File: config.mk
export PLATFORM = sky130hd
export DESIGN_NAME = midi_track_event_parser_top
export DESIGN_NICKNAME = d
export VERILOG_FILES = /design/src/hw/rtl/mtep_pkg.sv /design/src/hw/rtl/mtep_ram.sv /design/src/hw/rtl/mtep_parser.sv /design/src/hw/rtl/mtep_fifo.sv /design/src/hw/rtl/mtep_timer.sv /design/src/hw/rtl/midi_track_event_parser_top.sv
export SDC_FILE = /design/constraint.sdc
export NUM_CORES = 2
export LEC_CHECK = 0
export BUFFER_PORTS_ARGS = -buffer_cell sky130_fd_sc_hd__buf_2
export CAP_MARGIN = 0
export CORE_UTILIZATION = 28
export DETAILED_ROUTE_END_ITERATION = 7
export SKIP_LAST_GASP = 1
export SYNTH_ARGS = -nofsm -noshare
export SYNTH_HDL_FRONTEND = slang
export SYNTH_SLANG_ARGS = --single-unit
File: constraint.sdc
create_clock -name clk -period 9.05 [get_ports clk]
set_input_delay 0 -clock clk [delete_from_list [all_inputs] [get_ports clk]]
set_output_delay 0 -clock clk [all_outputs]
set_load 0.1 [all_outputs]
File: src/hw/rtl/mtep_pkg.sv
// ============================================================================
// mtep_pkg: shared types and constants of the MIDI track event parser
// Holds the parse phases, event kinds and the record passed front to back.
// ============================================================================
package mtep_pkg;

    localparam int DELTA_BITS = 28;
    localparam int TPQ_W      = 15;
    localparam int FIFO_DEPTH = 4;
    localparam int FIFO_AW    = 2;
    localparam int PROD_W     = DELTA_BITS + 24;
    localparam int DIV_W      = TPQ_W + 10;
    localparam int CNT_W      = 6;
    localparam logic [9:0] MS_SCALE = 10'd1000;
    localparam logic [23:0] TEMPO_RESET = 24'd500000;
    localparam logic [7:0]  SIG_NUM_RESET = 8'd4;
    localparam logic [7:0]  SIG_DEN_RESET = 8'd2;
    localparam logic [TPQ_W-1:0] TPQ_RESET = 15'd96;
    localparam logic [7:0] META_SET_TEMPO = 8'h51;
    localparam logic [7:0] META_TSIG      = 8'h58;
    localparam logic [7:0] META_EOT       = 8'h2F;
    localparam logic [7:0] BYTE_META      = 8'hFF;

    typedef enum logic [3:0] {
        PH_DELTA, PH_STATUS, PH_DATA1, PH_DATA2, PH_META_TYPE,
        PH_META_LEN, PH_META_BODY, PH_SYX_LEN, PH_SYX_BODY
    } phase_t;

    typedef enum logic [2:0] {
        EV_CHANNEL  = 3'd0,
        EV_TEMPO    = 3'd1,
        EV_TSIG     = 3'd2,
        EV_EOT      = 3'd3,
        EV_META     = 3'd4,
        EV_SYSEX    = 3'd5,
        EV_UNKNOWN  = 3'd6
    } kind_t;

    typedef enum logic [1:0] {
        DV_IDLE, DV_MUL, DV_DIV, DV_DONE
    } div_state_t;

    // One parsed event as handed to the timing back end
    typedef struct packed {
        logic [2:0]            kind;
        logic [DELTA_BITS-1:0] ticks;
        logic [7:0]            status;
        logic [7:0]            data1;
        logic [7:0]            data2;
        logic [23:0]           tempo;
        logic [7:0]            sig_num;
        logic [7:0]            sig_den;
    } event_t;

    localparam int EVENT_W = $bits(event_t);

endpackage

File: src/hw/rtl/mtep_ram.sv
// ============================================================================
// mtep_ram: generic one-write one-read RAM
// Synchronous write, registered read data.
// ============================================================================
module mtep_ram #(
    parameter int WIDTH = 8,
    parameter int DEPTH = 4
) (
    input  logic                     clk,
    input  logic                     we,
    input  logic [$clog2(DEPTH)-1:0] waddr,
    input  logic [WIDTH-1:0]         wdata,
    input  logic [$clog2(DEPTH)-1:0] raddr,
    output logic [WIDTH-1:0]         rdata
);

    logic [WIDTH-1:0] mem_reg [DEPTH];

    // Write port and registered read
    always_ff @(posedge clk)
    begin
        if (we)
        begin
            mem_reg[waddr] <= wdata;
        end
        rdata <= mem_reg[raddr];
    end

endmodule

File: src/hw/rtl/mtep_parser.sv
// ============================================================================
// mtep_parser: byte-level track event parser (front end)
// Walks delta times, status, data and meta/sysex lengths one byte a cycle while take is high.
// ============================================================================
module mtep_parser (
    input  logic              clk,
    input  logic              rst_n,
    input  logic              take,
    input  logic [7:0]        byte_in,
    input  logic              track_start,
    output logic              ev_valid,
    output mtep_pkg::event_t  ev
);

    localparam int DB = mtep_pkg::DELTA_BITS;

    mtep_pkg::phase_t  phase_reg, phase_next;
    logic [DB-1:0]     vlq_reg, vlq_next;
    logic [DB-1:0]     delta_reg, delta_next;
    logic [7:0]        hstat_reg, hstat_next;
    logic [7:0]        hdata_reg, hdata_next;
    logic [7:0]        mkind_reg, mkind_next;
    logic [DB-1:0]     left_reg, left_next;
    logic [1:0]        pcnt_reg, pcnt_next;
    logic [23:0]       tbuild_reg, tbuild_next;
    logic [23:0]       tempo_reg, tempo_next;
    logic [7:0]        snum_reg, snum_next;
    logic [7:0]        sden_reg, sden_next;

    // State register
    always_ff @(posedge clk or negedge rst_n)
    begin
        if (!rst_n)
        begin
            phase_reg  <= mtep_pkg::PH_DELTA;
            vlq_reg    <= '0;
            delta_reg  <= '0;
            hstat_reg  <= '0;
            hdata_reg  <= '0;
            mkind_reg  <= '0;
            left_reg   <= '0;
            pcnt_reg   <= '0;
            tbuild_reg <= '0;
            tempo_reg  <= mtep_pkg::TEMPO_RESET;
            snum_reg   <= mtep_pkg::SIG_NUM_RESET;
            sden_reg   <= mtep_pkg::SIG_DEN_RESET;
        end
        else if (take)
        begin
            phase_reg  <= phase_next;
            vlq_reg    <= vlq_next;
            delta_reg  <= delta_next;
            hstat_reg  <= hstat_next;
            hdata_reg  <= hdata_next;
            mkind_reg  <= mkind_next;
            left_reg   <= left_next;
            pcnt_reg   <= pcnt_next;
            tbuild_reg <= tbuild_next;
            tempo_reg  <= tempo_next;
            snum_reg   <= snum_next;
            sden_reg   <= sden_next;
        end
    end

    // Next state and event output
    always_comb
    begin
        mtep_pkg::phase_t ph;
        logic [DB-1:0]    vlq;
        logic [DB-1:0]    vshift;
        logic [2:0]       kind;
        logic             fin_meta;
        logic [DB-1:0]    left_dec;

        ph          = phase_reg;
        vlq         = vlq_reg;
        phase_next  = phase_reg;
        delta_next  = delta_reg;
        hstat_next  = hstat_reg;
        hdata_next  = hdata_reg;
        mkind_next  = mkind_reg;
        left_next   = left_reg;
        pcnt_next   = pcnt_reg;
        tbuild_next = tbuild_reg;
        tempo_next  = tempo_reg;
        snum_next   = snum_reg;
        sden_next   = sden_reg;
        ev_valid    = 1'b0;
        kind        = mtep_pkg::EV_UNKNOWN;
        fin_meta    = 1'b0;
        ev.status   = 8'd0;
        ev.data1    = 8'd0;
        ev.data2    = 8'd0;

        // Restart the parse on track start
        if (track_start)
        begin
            ph          = mtep_pkg::PH_DELTA;
            vlq         = '0;
            delta_next  = '0;
            hstat_next  = '0;
            hdata_next  = '0;
            mkind_next  = '0;
            left_next   = '0;
            pcnt_next   = '0;
            tbuild_next = '0;
            phase_next  = mtep_pkg::PH_DELTA;
        end

        vshift   = {vlq[DB-8:0], byte_in[6:0]};
        left_dec = left_next - 1'b1;
        vlq_next = vlq;

        unique case (ph)
            mtep_pkg::PH_DELTA:
            begin
                vlq_next = vshift;
                if (!byte_in[7])
                begin
                    delta_next = vshift;
                    vlq_next   = '0;
                    phase_next = mtep_pkg::PH_STATUS;
                end
            end
            mtep_pkg::PH_STATUS:
            begin
                if (!byte_in[7])
                begin
                    ev_valid = 1'b1;
                    kind     = mtep_pkg::EV_UNKNOWN;
                    // Byte opens the next delta time
                    vlq_next   = {{(DB-7){1'b0}}, byte_in[6:0]};
                    phase_next = mtep_pkg::PH_DELTA;
                    if (!byte_in[7])
                    begin
                        delta_next = {{(DB-7){1'b0}}, byte_in[6:0]};
                        vlq_next   = '0;
                        phase_next = mtep_pkg::PH_STATUS;
                    end
                end
                else if (byte_in == mtep_pkg::BYTE_META)
                begin
                    phase_next = mtep_pkg::PH_META_TYPE;
                end
                else if (byte_in[7:4] == 4'hF)
                begin
                    vlq_next   = '0;
                    phase_next = mtep_pkg::PH_SYX_LEN;
                end
                else
                begin
                    hstat_next = byte_in;
                    phase_next = mtep_pkg::PH_DATA1;
                end
            end
            mtep_pkg::PH_DATA1:
            begin
                if (hstat_next[7:4] == 4'hC || hstat_next[7:4] == 4'hD)
                begin
                    ev_valid   = 1'b1;
                    kind       = mtep_pkg::EV_CHANNEL;
                    ev.status  = hstat_next;
                    ev.data1   = byte_in;
                    phase_next = mtep_pkg::PH_DELTA;
                end
                else
                begin
                    hdata_next = byte_in;
                    phase_next = mtep_pkg::PH_DATA2;
                end
            end
            mtep_pkg::PH_DATA2:
            begin
                ev_valid   = 1'b1;
                kind       = mtep_pkg::EV_CHANNEL;
                ev.status  = hstat_next;
                ev.data1   = hdata_next;
                ev.data2   = byte_in;
                phase_next = mtep_pkg::PH_DELTA;
            end
            mtep_pkg::PH_META_TYPE:
            begin
                mkind_next  = byte_in;
                vlq_next    = '0;
                pcnt_next   = '0;
                tbuild_next = '0;
                phase_next  = mtep_pkg::PH_META_LEN;
            end
            mtep_pkg::PH_META_LEN, mtep_pkg::PH_SYX_LEN:
            begin
                vlq_next = vshift;
                if (!byte_in[7])
                begin
                    left_next = vshift;
                    vlq_next  = '0;
                    if (ph == mtep_pkg::PH_META_LEN)
                    begin
                        if (vshift == '0)
                            fin_meta = 1'b1;
                        else
                            phase_next = mtep_pkg::PH_META_BODY;
                    end
                    else if (vshift == '0)
                    begin
                        ev_valid   = 1'b1;
                        kind       = mtep_pkg::EV_SYSEX;
                        phase_next = mtep_pkg::PH_DELTA;
                    end
                    else
                    begin
                        phase_next = mtep_pkg::PH_SYX_BODY;
                    end
                end
            end
            mtep_pkg::PH_META_BODY:
            begin
                if (pcnt_next != 2'd3)
                begin
                    tbuild_next = {tbuild_next[15:0], byte_in};
                    pcnt_next   = pcnt_next + 2'd1;
                end
                left_next = left_dec;
                if (left_dec == '0)
                    fin_meta = 1'b1;
            end
            mtep_pkg::PH_SYX_BODY:
            begin
                left_next = left_dec;
                if (left_dec == '0)
                begin
                    ev_valid   = 1'b1;
                    kind       = mtep_pkg::EV_SYSEX;
                    phase_next = mtep_pkg::PH_DELTA;
                end
            end
            default:
            begin
                phase_next = mtep_pkg::PH_DELTA;
            end
        endcase

        // Close a meta event and apply tempo or time signature
        if (fin_meta)
        begin
            ev_valid   = 1'b1;
            phase_next = mtep_pkg::PH_DELTA;
            if (mkind_next == mtep_pkg::META_SET_TEMPO)
            begin
                kind = mtep_pkg::EV_TEMPO;
                if (pcnt_next == 2'd3)
                    tempo_next = tbuild_next;
            end
            else if (mkind_next == mtep_pkg::META_TSIG)
            begin
                kind = mtep_pkg::EV_TSIG;
                if (pcnt_next == 2'd2)
                begin
                    snum_next = tbuild_next[15:8];
                    sden_next = tbuild_next[7:0];
                end
                else if (pcnt_next == 2'd3)
                begin
                    snum_next = tbuild_next[23:16];
                    sden_next = tbuild_next[15:8];
                end
            end
            else if (mkind_next == mtep_pkg::META_EOT)
                kind = mtep_pkg::EV_EOT;
            else
                kind = mtep_pkg::EV_META;
        end

        ev.kind    = kind;
        ev.ticks   = delta_next;
        ev.tempo   = tempo_next;
        ev.sig_num = snum_next;
        ev.sig_den = sden_next;
        // Unknown events report the delta held before this byte
        if (ph == mtep_pkg::PH_STATUS && !byte_in[7])
            ev.ticks = delta_reg;
        if (track_start && ph == mtep_pkg::PH_DELTA)
            ev.ticks = delta_next;
    end

endmodule

File: src/hw/rtl/mtep_fifo.sv
// ============================================================================
// mtep_fifo: short event queue between parser and timing back end
// Stores parsed events in a small RAM; read data is prefetched one ahead.
// ============================================================================
module mtep_fifo (
    input  logic              clk,
    input  logic              rst_n,
    input  logic              wr,
    input  mtep_pkg::event_t  wdata,
    output logic              full,
    input  logic              rd,
    output logic              avail,
    output mtep_pkg::event_t  rdata
);

    localparam int AW = mtep_pkg::FIFO_AW;

    logic [AW:0]   wptr_reg, rptr_reg;
    logic [AW-1:0] raddr;
    logic          look_reg;
    logic [AW:0]   count;
    logic [mtep_pkg::EVENT_W-1:0] ram_q;

    assign count = wptr_reg - rptr_reg;
    assign full  = count == (AW+1)'(mtep_pkg::FIFO_DEPTH);
    // Data is valid once the RAM has registered a read at the settled read pointer
    assign avail = look_reg && (count != '0);
    assign raddr = rptr_reg[AW-1:0];
    assign rdata = mtep_pkg::event_t'(ram_q);

    mtep_ram #(
        .WIDTH (mtep_pkg::EVENT_W),
        .DEPTH (mtep_pkg::FIFO_DEPTH)
    ) u_ram (
        .clk   (clk),
        .we    (wr && !full),
        .waddr (wptr_reg[AW-1:0]),
        .wdata (wdata),
        .raddr (raddr),
        .rdata (ram_q)
    );

    // Advance pointers; hold the lookahead flag off after a pop
    // or while the head entry is being written
    always_ff @(posedge clk or negedge rst_n)
    begin
        if (!rst_n)
        begin
            wptr_reg <= '0;
            rptr_reg <= '0;
            look_reg <= 1'b0;
        end
        else
        begin
            if (wr && !full)
                wptr_reg <= wptr_reg + 1'b1;
            if (rd && avail)
                rptr_reg <= rptr_reg + 1'b1;
            look_reg <= !(rd && avail) && (count != '0);
        end
    end

endmodule

File: src/hw/rtl/mtep_timer.sv
// ============================================================================
// mtep_timer: delta ticks to milliseconds (back end)
// Multiplies ticks by tempo, divides by tpq*1000 one quotient bit a cycle,
// saturates and holds the finished result until it is popped.
// ============================================================================
module mtep_timer (
    input  logic                           clk,
    input  logic                           rst_n,
    input  logic [mtep_pkg::TPQ_W-1:0]     tpq,
    input  logic                           q_avail,
    input  mtep_pkg::event_t               q_data,
    output logic                           q_rd,
    input  logic                           pop,
    output logic                           empty,
    output mtep_pkg::event_t               res,
    output logic [31:0]                    ms
);

    localparam int PW = mtep_pkg::PROD_W;
    localparam int DW = mtep_pkg::DIV_W;

    mtep_pkg::div_state_t st_reg, st_next;
    mtep_pkg::event_t     ev_reg;
    logic [PW-1:0]        quo_reg;
    logic [DW:0]          rem_reg;
    logic [DW-1:0]        dvs_reg;
    logic [mtep_pkg::CNT_W-1:0] cnt_reg;
    logic [31:0]          ms_reg;
    logic [DW:0]          trial;
    logic [DW:0]          rsh;

    assign q_rd  = (st_reg == mtep_pkg::DV_IDLE) && q_avail;
    assign empty = st_reg != mtep_pkg::DV_DONE;
    assign res   = ev_reg;
    assign ms    = ms_reg;
    assign rsh   = {rem_reg[DW-1:0], quo_reg[PW-1]};
    assign trial = rsh - {1'b0, dvs_reg};

    // Sequencer
    always_comb
    begin
        st_next = st_reg;
        unique case (st_reg)
            mtep_pkg::DV_IDLE: if (q_avail) st_next = mtep_pkg::DV_MUL;
            mtep_pkg::DV_MUL:  st_next = mtep_pkg::DV_DIV;
            mtep_pkg::DV_DIV:
                if (cnt_reg == mtep_pkg::CNT_W'(PW - 1)) st_next = mtep_pkg::DV_DONE;
            mtep_pkg::DV_DONE: if (pop) st_next = mtep_pkg::DV_IDLE;
            default:           st_next = mtep_pkg::DV_IDLE;
        endcase
    end

    always_ff @(posedge clk or negedge rst_n)
    begin
        if (!rst_n)
            st_reg <= mtep_pkg::DV_IDLE;
        else
            st_reg <= st_next;
    end

    // Datapath: product load, restoring division, saturation
    always_ff @(posedge clk)
    begin
        case (st_reg)
            mtep_pkg::DV_IDLE:
            begin
                ev_reg  <= q_data;
                dvs_reg <= DW'(tpq == '0 ? mtep_pkg::TPQ_W'(1) : tpq)
                           * DW'(mtep_pkg::MS_SCALE);
                cnt_reg <= '0;
            end
            mtep_pkg::DV_MUL:
            begin
                quo_reg <= PW'(ev_reg.ticks) * PW'(ev_reg.tempo);
                rem_reg <= '0;
            end
            mtep_pkg::DV_DIV:
            begin
                cnt_reg <= cnt_reg + 1'b1;
                if (!trial[DW])
                begin
                    rem_reg <= trial;
                    quo_reg <= {quo_reg[PW-2:0], 1'b1};
                end
                else
                begin
                    rem_reg <= rsh;
                    quo_reg <= {quo_reg[PW-2:0], 1'b0};
                end
                if (cnt_reg == mtep_pkg::CNT_W'(PW - 1))
                begin
                    if (!trial[DW])
                        ms_reg <= (|quo_reg[PW-2:31]) ? 32'hFFFF_FFFF
                                                      : {quo_reg[30:0], 1'b1};
                    else
                        ms_reg <= (|quo_reg[PW-2:31]) ? 32'hFFFF_FFFF
                                                      : {quo_reg[30:0], 1'b0};
                end
            end
            default:
            begin
            end
        endcase
    end

endmodule

File: src/hw/rtl/midi_track_event_parser_top.sv
// ============================================================================
// midi_track_event_parser_top: MIDI track body event parser
// Parses one track byte per request and delivers one timed event per event.
// ============================================================================
//  channel   | handshake       | payload
//  ----------+-----------------+----------------------------------------------
//  input     | push / full     | byte_in, track_start
//  result    | empty / pop     | event_kind, delta_ms, status_out, data_first,
//            |                 | data_second, tempo_now, sig_num_now, sig_den_now
//  config    | cfg_we          | cfg_data (ticks per quarter)
//
//  The parser takes one byte a cycle; full rises only when the 4-entry event
//  queue fills. In the timer each event passes through one queue read, one
//  multiply, 52 restoring-divide steps (one per quotient bit) and the
//  presentation of the result.
//  rst_n clears all control state and restores tempo 500000 and 4/2 meter.
//  A result waiting on pop stalls the timer; the parser runs until full.
module midi_track_event_parser_top (
    input  logic        clk,
    input  logic        rst_n,
    input  logic        push,
    output logic        full,
    input  logic [7:0]  byte_in,
    input  logic        track_start,
    input  logic        cfg_we,
    input  logic [14:0] cfg_data,
    output logic        empty,
    input  logic        pop,
    output logic [2:0]  event_kind,
    output logic [31:0] delta_ms,
    output logic [7:0]  status_out,
    output logic [7:0]  data_first,
    output logic [7:0]  data_second,
    output logic [23:0] tempo_now,
    output logic [7:0]  sig_num_now,
    output logic [7:0]  sig_den_now
);

    logic [mtep_pkg::TPQ_W-1:0] tpq_reg;
    logic              take;
    logic              ev_valid;
    mtep_pkg::event_t  ev;
    logic              q_full, q_avail, q_rd;
    mtep_pkg::event_t  q_data, res;

    // Configuration register
    always_ff @(posedge clk or negedge rst_n)
    begin
        if (!rst_n)
            tpq_reg <= mtep_pkg::TPQ_RESET;
        else if (cfg_we)
            tpq_reg <= cfg_data;
    end

    assign full = q_full;
    assign take = push && !q_full;

    mtep_parser u_parser (
        .clk         (clk),
        .rst_n       (rst_n),
        .take        (take),
        .byte_in     (byte_in),
        .track_start (track_start),
        .ev_valid    (ev_valid),
        .ev          (ev)
    );

    mtep_fifo u_fifo (
        .clk   (clk),
        .rst_n (rst_n),
        .wr    (take && ev_valid),
        .wdata (ev),
        .full  (q_full),
        .rd    (q_rd),
        .avail (q_avail),
        .rdata (q_data)
    );

    mtep_timer u_timer (
        .clk     (clk),
        .rst_n   (rst_n),
        .tpq     (tpq_reg),
        .q_avail (q_avail),
        .q_data  (q_data),
        .q_rd    (q_rd),
        .pop     (pop),
        .empty   (empty),
        .res     (res),
        .ms      (delta_ms)
    );

    assign event_kind  = res.kind;
    assign status_out  = res.status;
    assign data_first  = res.data1;
    assign data_second = res.data2;
    assign tempo_now   = res.tempo;
    assign sig_num_now = res.sig_num;
    assign sig_den_now = res.sig_den;

    // A result must stay put while it waits for pop
    a_hold: assert property (@(posedge clk) disable iff (!rst_n)
        (!empty && !pop) |=> (!empty && $stable(delta_ms) && $stable(event_kind)))
        else $error("result changed while waiting");

    // Never write into a full queue
    a_nofull: assert property (@(posedge clk) disable iff (!rst_n)
        q_full |-> !take)
        else $error("write into full queue");

    // Kind codes beyond unknown never appear
    a_kind: assert property (@(posedge clk) disable iff (!rst_n)
        !empty |-> (event_kind != 3'd7))
        else $error("bad event kind");

endmodule

==> impl_metrics.tcl <==
set metrics [dict create \
    antenna_found_initial 7 \
    post-route-drc-count 0 \
    hp-class "in -> reg" \
    synth.most_common_cell "inv_1" \
    layout.nets 6331 \
    synth_edf_count 612 \
    grt_pass1_wl_mm 239 \
    drive_above_1_share 0.101 \
    cp_max_fo 29 \
    crit_arrival_ns 8.97 \
    placedCellCount 8100 \
    cpPeakStageDelay_ns 1.11 \
    die-area_um2 220000 \
    place.gp.congestion 0.876 \
    synthFlopType "edfxtp_1" \
    largest_reg_flops 380 \
    dr.pass1.iters 8 \
    final_hold_viol_count 0 \
    period_share 0.950 \
    r2r_slack_ns 0.45 \
    cts_buffers 95 \
    dpl_cell_area_um2 64300 \
    synth.ff_latch_count 902 \
    first_iter_violations 2805 \
    synth_cell_type_count 93 \
    netlist_area_um2 61000 \
    hold_path_end "u_timer.st_reg[0]$_DFFE_PN0P_" \
    wirelength_mm 151 \
    r2r_cells 24 \
    grt_setup_unrepaired "no" \
    syn_inst 5401 \
    yosys-top-cells-count "777 x inv_1, 703 x nand2_1, 620 x fa_1" \
    clk_pin_slew_ns 0.06 \
    syn-mean-instance-area_um2 11.3 \
    status "finished, final reports clean" \
    cts_tree "yes" \
    holdWs_ns 0.301 \
    cts-root-buf "clkbuf_16" \
    grtUsageTotal 0.139 \
    postRouteAntennaNets 0 \
    cpMostUsedCell "fa_1" \
    initial_core_util 0.283 \
    synth_async_sr_flop_share 0.216 \
    via_per_inst 4.74 \
    synth_top_area_cell "edfxtp_1" \
    dp_hpwl_mm 109 \
    cp.required_ns 9.42 \
    clockBufferDepth 3 \
    final_area_um2 68200 \
    crit_chain "and2_1 -> fa_1 -> fa_1 -> inv_1 -> fa_1 -> fa_1 -> inv_1 -> fa_1 -> fa_1 -> inv_1 -> fa_1 -> inv_1 -> ha_1 -> a21o_1 -> a21oi_1 -> nor2_1 -> a211o_1 -> a31oi_1 -> o21ai_1 -> o211ai_1 -> nand3_1 -> a221oi_1 -> xnor2_1 -> o21ai_0" \
    cap_viol_max_count 0 \
    slowest_stage "edfxtp_1" \
    yosysWarningCount 0 \
    grt_pass1_vias 41463 \
    crit_start "u_timer.res[18]$_DFFE_PP_" \
    min_path_cells 4 \
    vias 39506 \
    clock.fmax_mhz 116 \
    ctsResizeCount 0 \
    portBuffers 129 \
    drv_slew 0 \
    wl_per_cell_um 18.1 \
    synthesis.nets 6316 \
    crit_path_start_kind "flop" \
    htreeDepth 3 \
    synth_top_area_share 0.301 \
    clk_latency_ns 0.73 \
    path_class "reg -> reg" \
    crit_path_end_kind "flop" \
    finalSetupTns_ns 0 \
    yosys-top-cells-area "edfxtp_1 30%, fa_1 20%, dfrtp_1 7.6%, ha_1 5.5%, inv_1 4.8%" \
    min_period_ns 8.60 \
    r2r-end "u_timer.quo_reg[51]$_DFFE_PP_" \
    slew_headroom 0.164 \
    design.core.area_um2 215000 \
    synthToLayoutAreaGrowth_pct 11.9 \
    die_h_um 469 \
    grt_max_degree 97 \
    seq_area_frac_synth 0.413 \
    tightest_slew_ns 1.25 \
    r2r-start "u_timer.res[18]$_DFFE_PP_" \
    gr-total-overflow 0 \
    rows 170 \
    setup_violations 0 \
    stdcell_count 8338 \
    dieWidth_um 469 \
    clock_skew_ns 0.0773 \
    hold_path_startpoint "pop" \
    io_pins 130 \
    cts.sinks 902 \
]
[cells in the final DEF (no fill, tap or decap), types with 95 or more instances in the layout]
| master | instances |
|---|---|
| nand2_1 | 703 |
| dfrtp_1 | 182 |
| nor2_1 | 146 |
| clkbuf_16 | 95 |
| inv_1 | 776 |
| mux4_2 | 95 |
| buf_2 | 127 |
| edfxtp_1 | 612 |
| ha_1 | 264 |
| and2_1 | 373 |
| o21ai_0 | 253 |
| dfxtp_1 | 95 |
| fa_1 | 620 |
| a21oi_1 | 105 |
[layout make-up]
cell class              count  area (um^2)
fillers                 21653       147000
clock buffers             122         2540
flip-flops and latches    902        25200
clock inverters            58          801
well taps                2838         3550
inverters                 777         2920
multi-input cells        3365        31300
diodes                      1         2.50
repair buffers            275         1910
[logic make-up after synthesis]
| logic type | Yosys count | share of synthesized area |
|---|---|---|
| compound gates | 753 | 0.0801 |
| xor+xnor | 98 | 0.0141 |
| fa+ha+maj | 886 | 0.258 |
| buf+inv | 1134 | 0.0748 |
| flops | 902 | 0.413 |
| mux | 125 | 0.0406 |
| simple gates | 1503 | 0.119 |
[per-layer routing]
layer / track usage / share of wire
met1: 0.186 / 0.44
met2: 0.234 / 0.48
met3: 0.0182 / 0.050
met4: 0.0426 / 0.029
met5: 0 / 0.000086
[metrics by stage]
step | util | setup WS [ns]
after floorplan | - | 1.56
after global placement | 0.298 | 0.643
after detailed placement | 0.298 | 0.502
after CTS | 0.317 | 0.446
after global routing | 0.317 | 0.0621
final | 0.317 | 0.455
[worst max path at each step]
stage / depth (start not counted) / end / slack [ns]
5_1_grt: 23 / u_timer.quo_reg[50]$_DFFE_PP_ / 0.06
4_1_cts: 23 / u_timer.quo_reg[50]$_DFFE_PP_ / 0.45
3_3_place_gp: 23 / u_timer.quo_reg[50]$_DFFE_PP_ / 0.64
2_1_floorplan: 27 / u_timer.quo_reg[50]$_DFFE_PP_ / 1.56
6_report: 24 / u_timer.quo_reg[51]$_DFFE_PP_ / 0.45
3_5_place_dp: 23 / u_timer.quo_reg[50]$_DFFE_PP_ / 0.50
[critical path, delay by kind of cell, from the launching register on]
kind	cells	cell delay, ns
compound gates	8	2.24
xor+xnor	1	0.15
fa+ha+maj	8	3.95
buf+inv	4	0.24
flops	1	1.11
simple gates	3	0.56
[what timing repair did]
| action | in CTS | in global routing |
|---|---|---|
| hold buffers | 57 | 0 |
| setup endpoints to repair | 0 | 0 |
| buffers inserted | 0 | 0 |
| endpoints found under the hold margin | 212 | 0 |
Power is left out: the tool's default activity adds up to more than one toggle a clock period on the data nets, which glitch-free logic cannot reach.
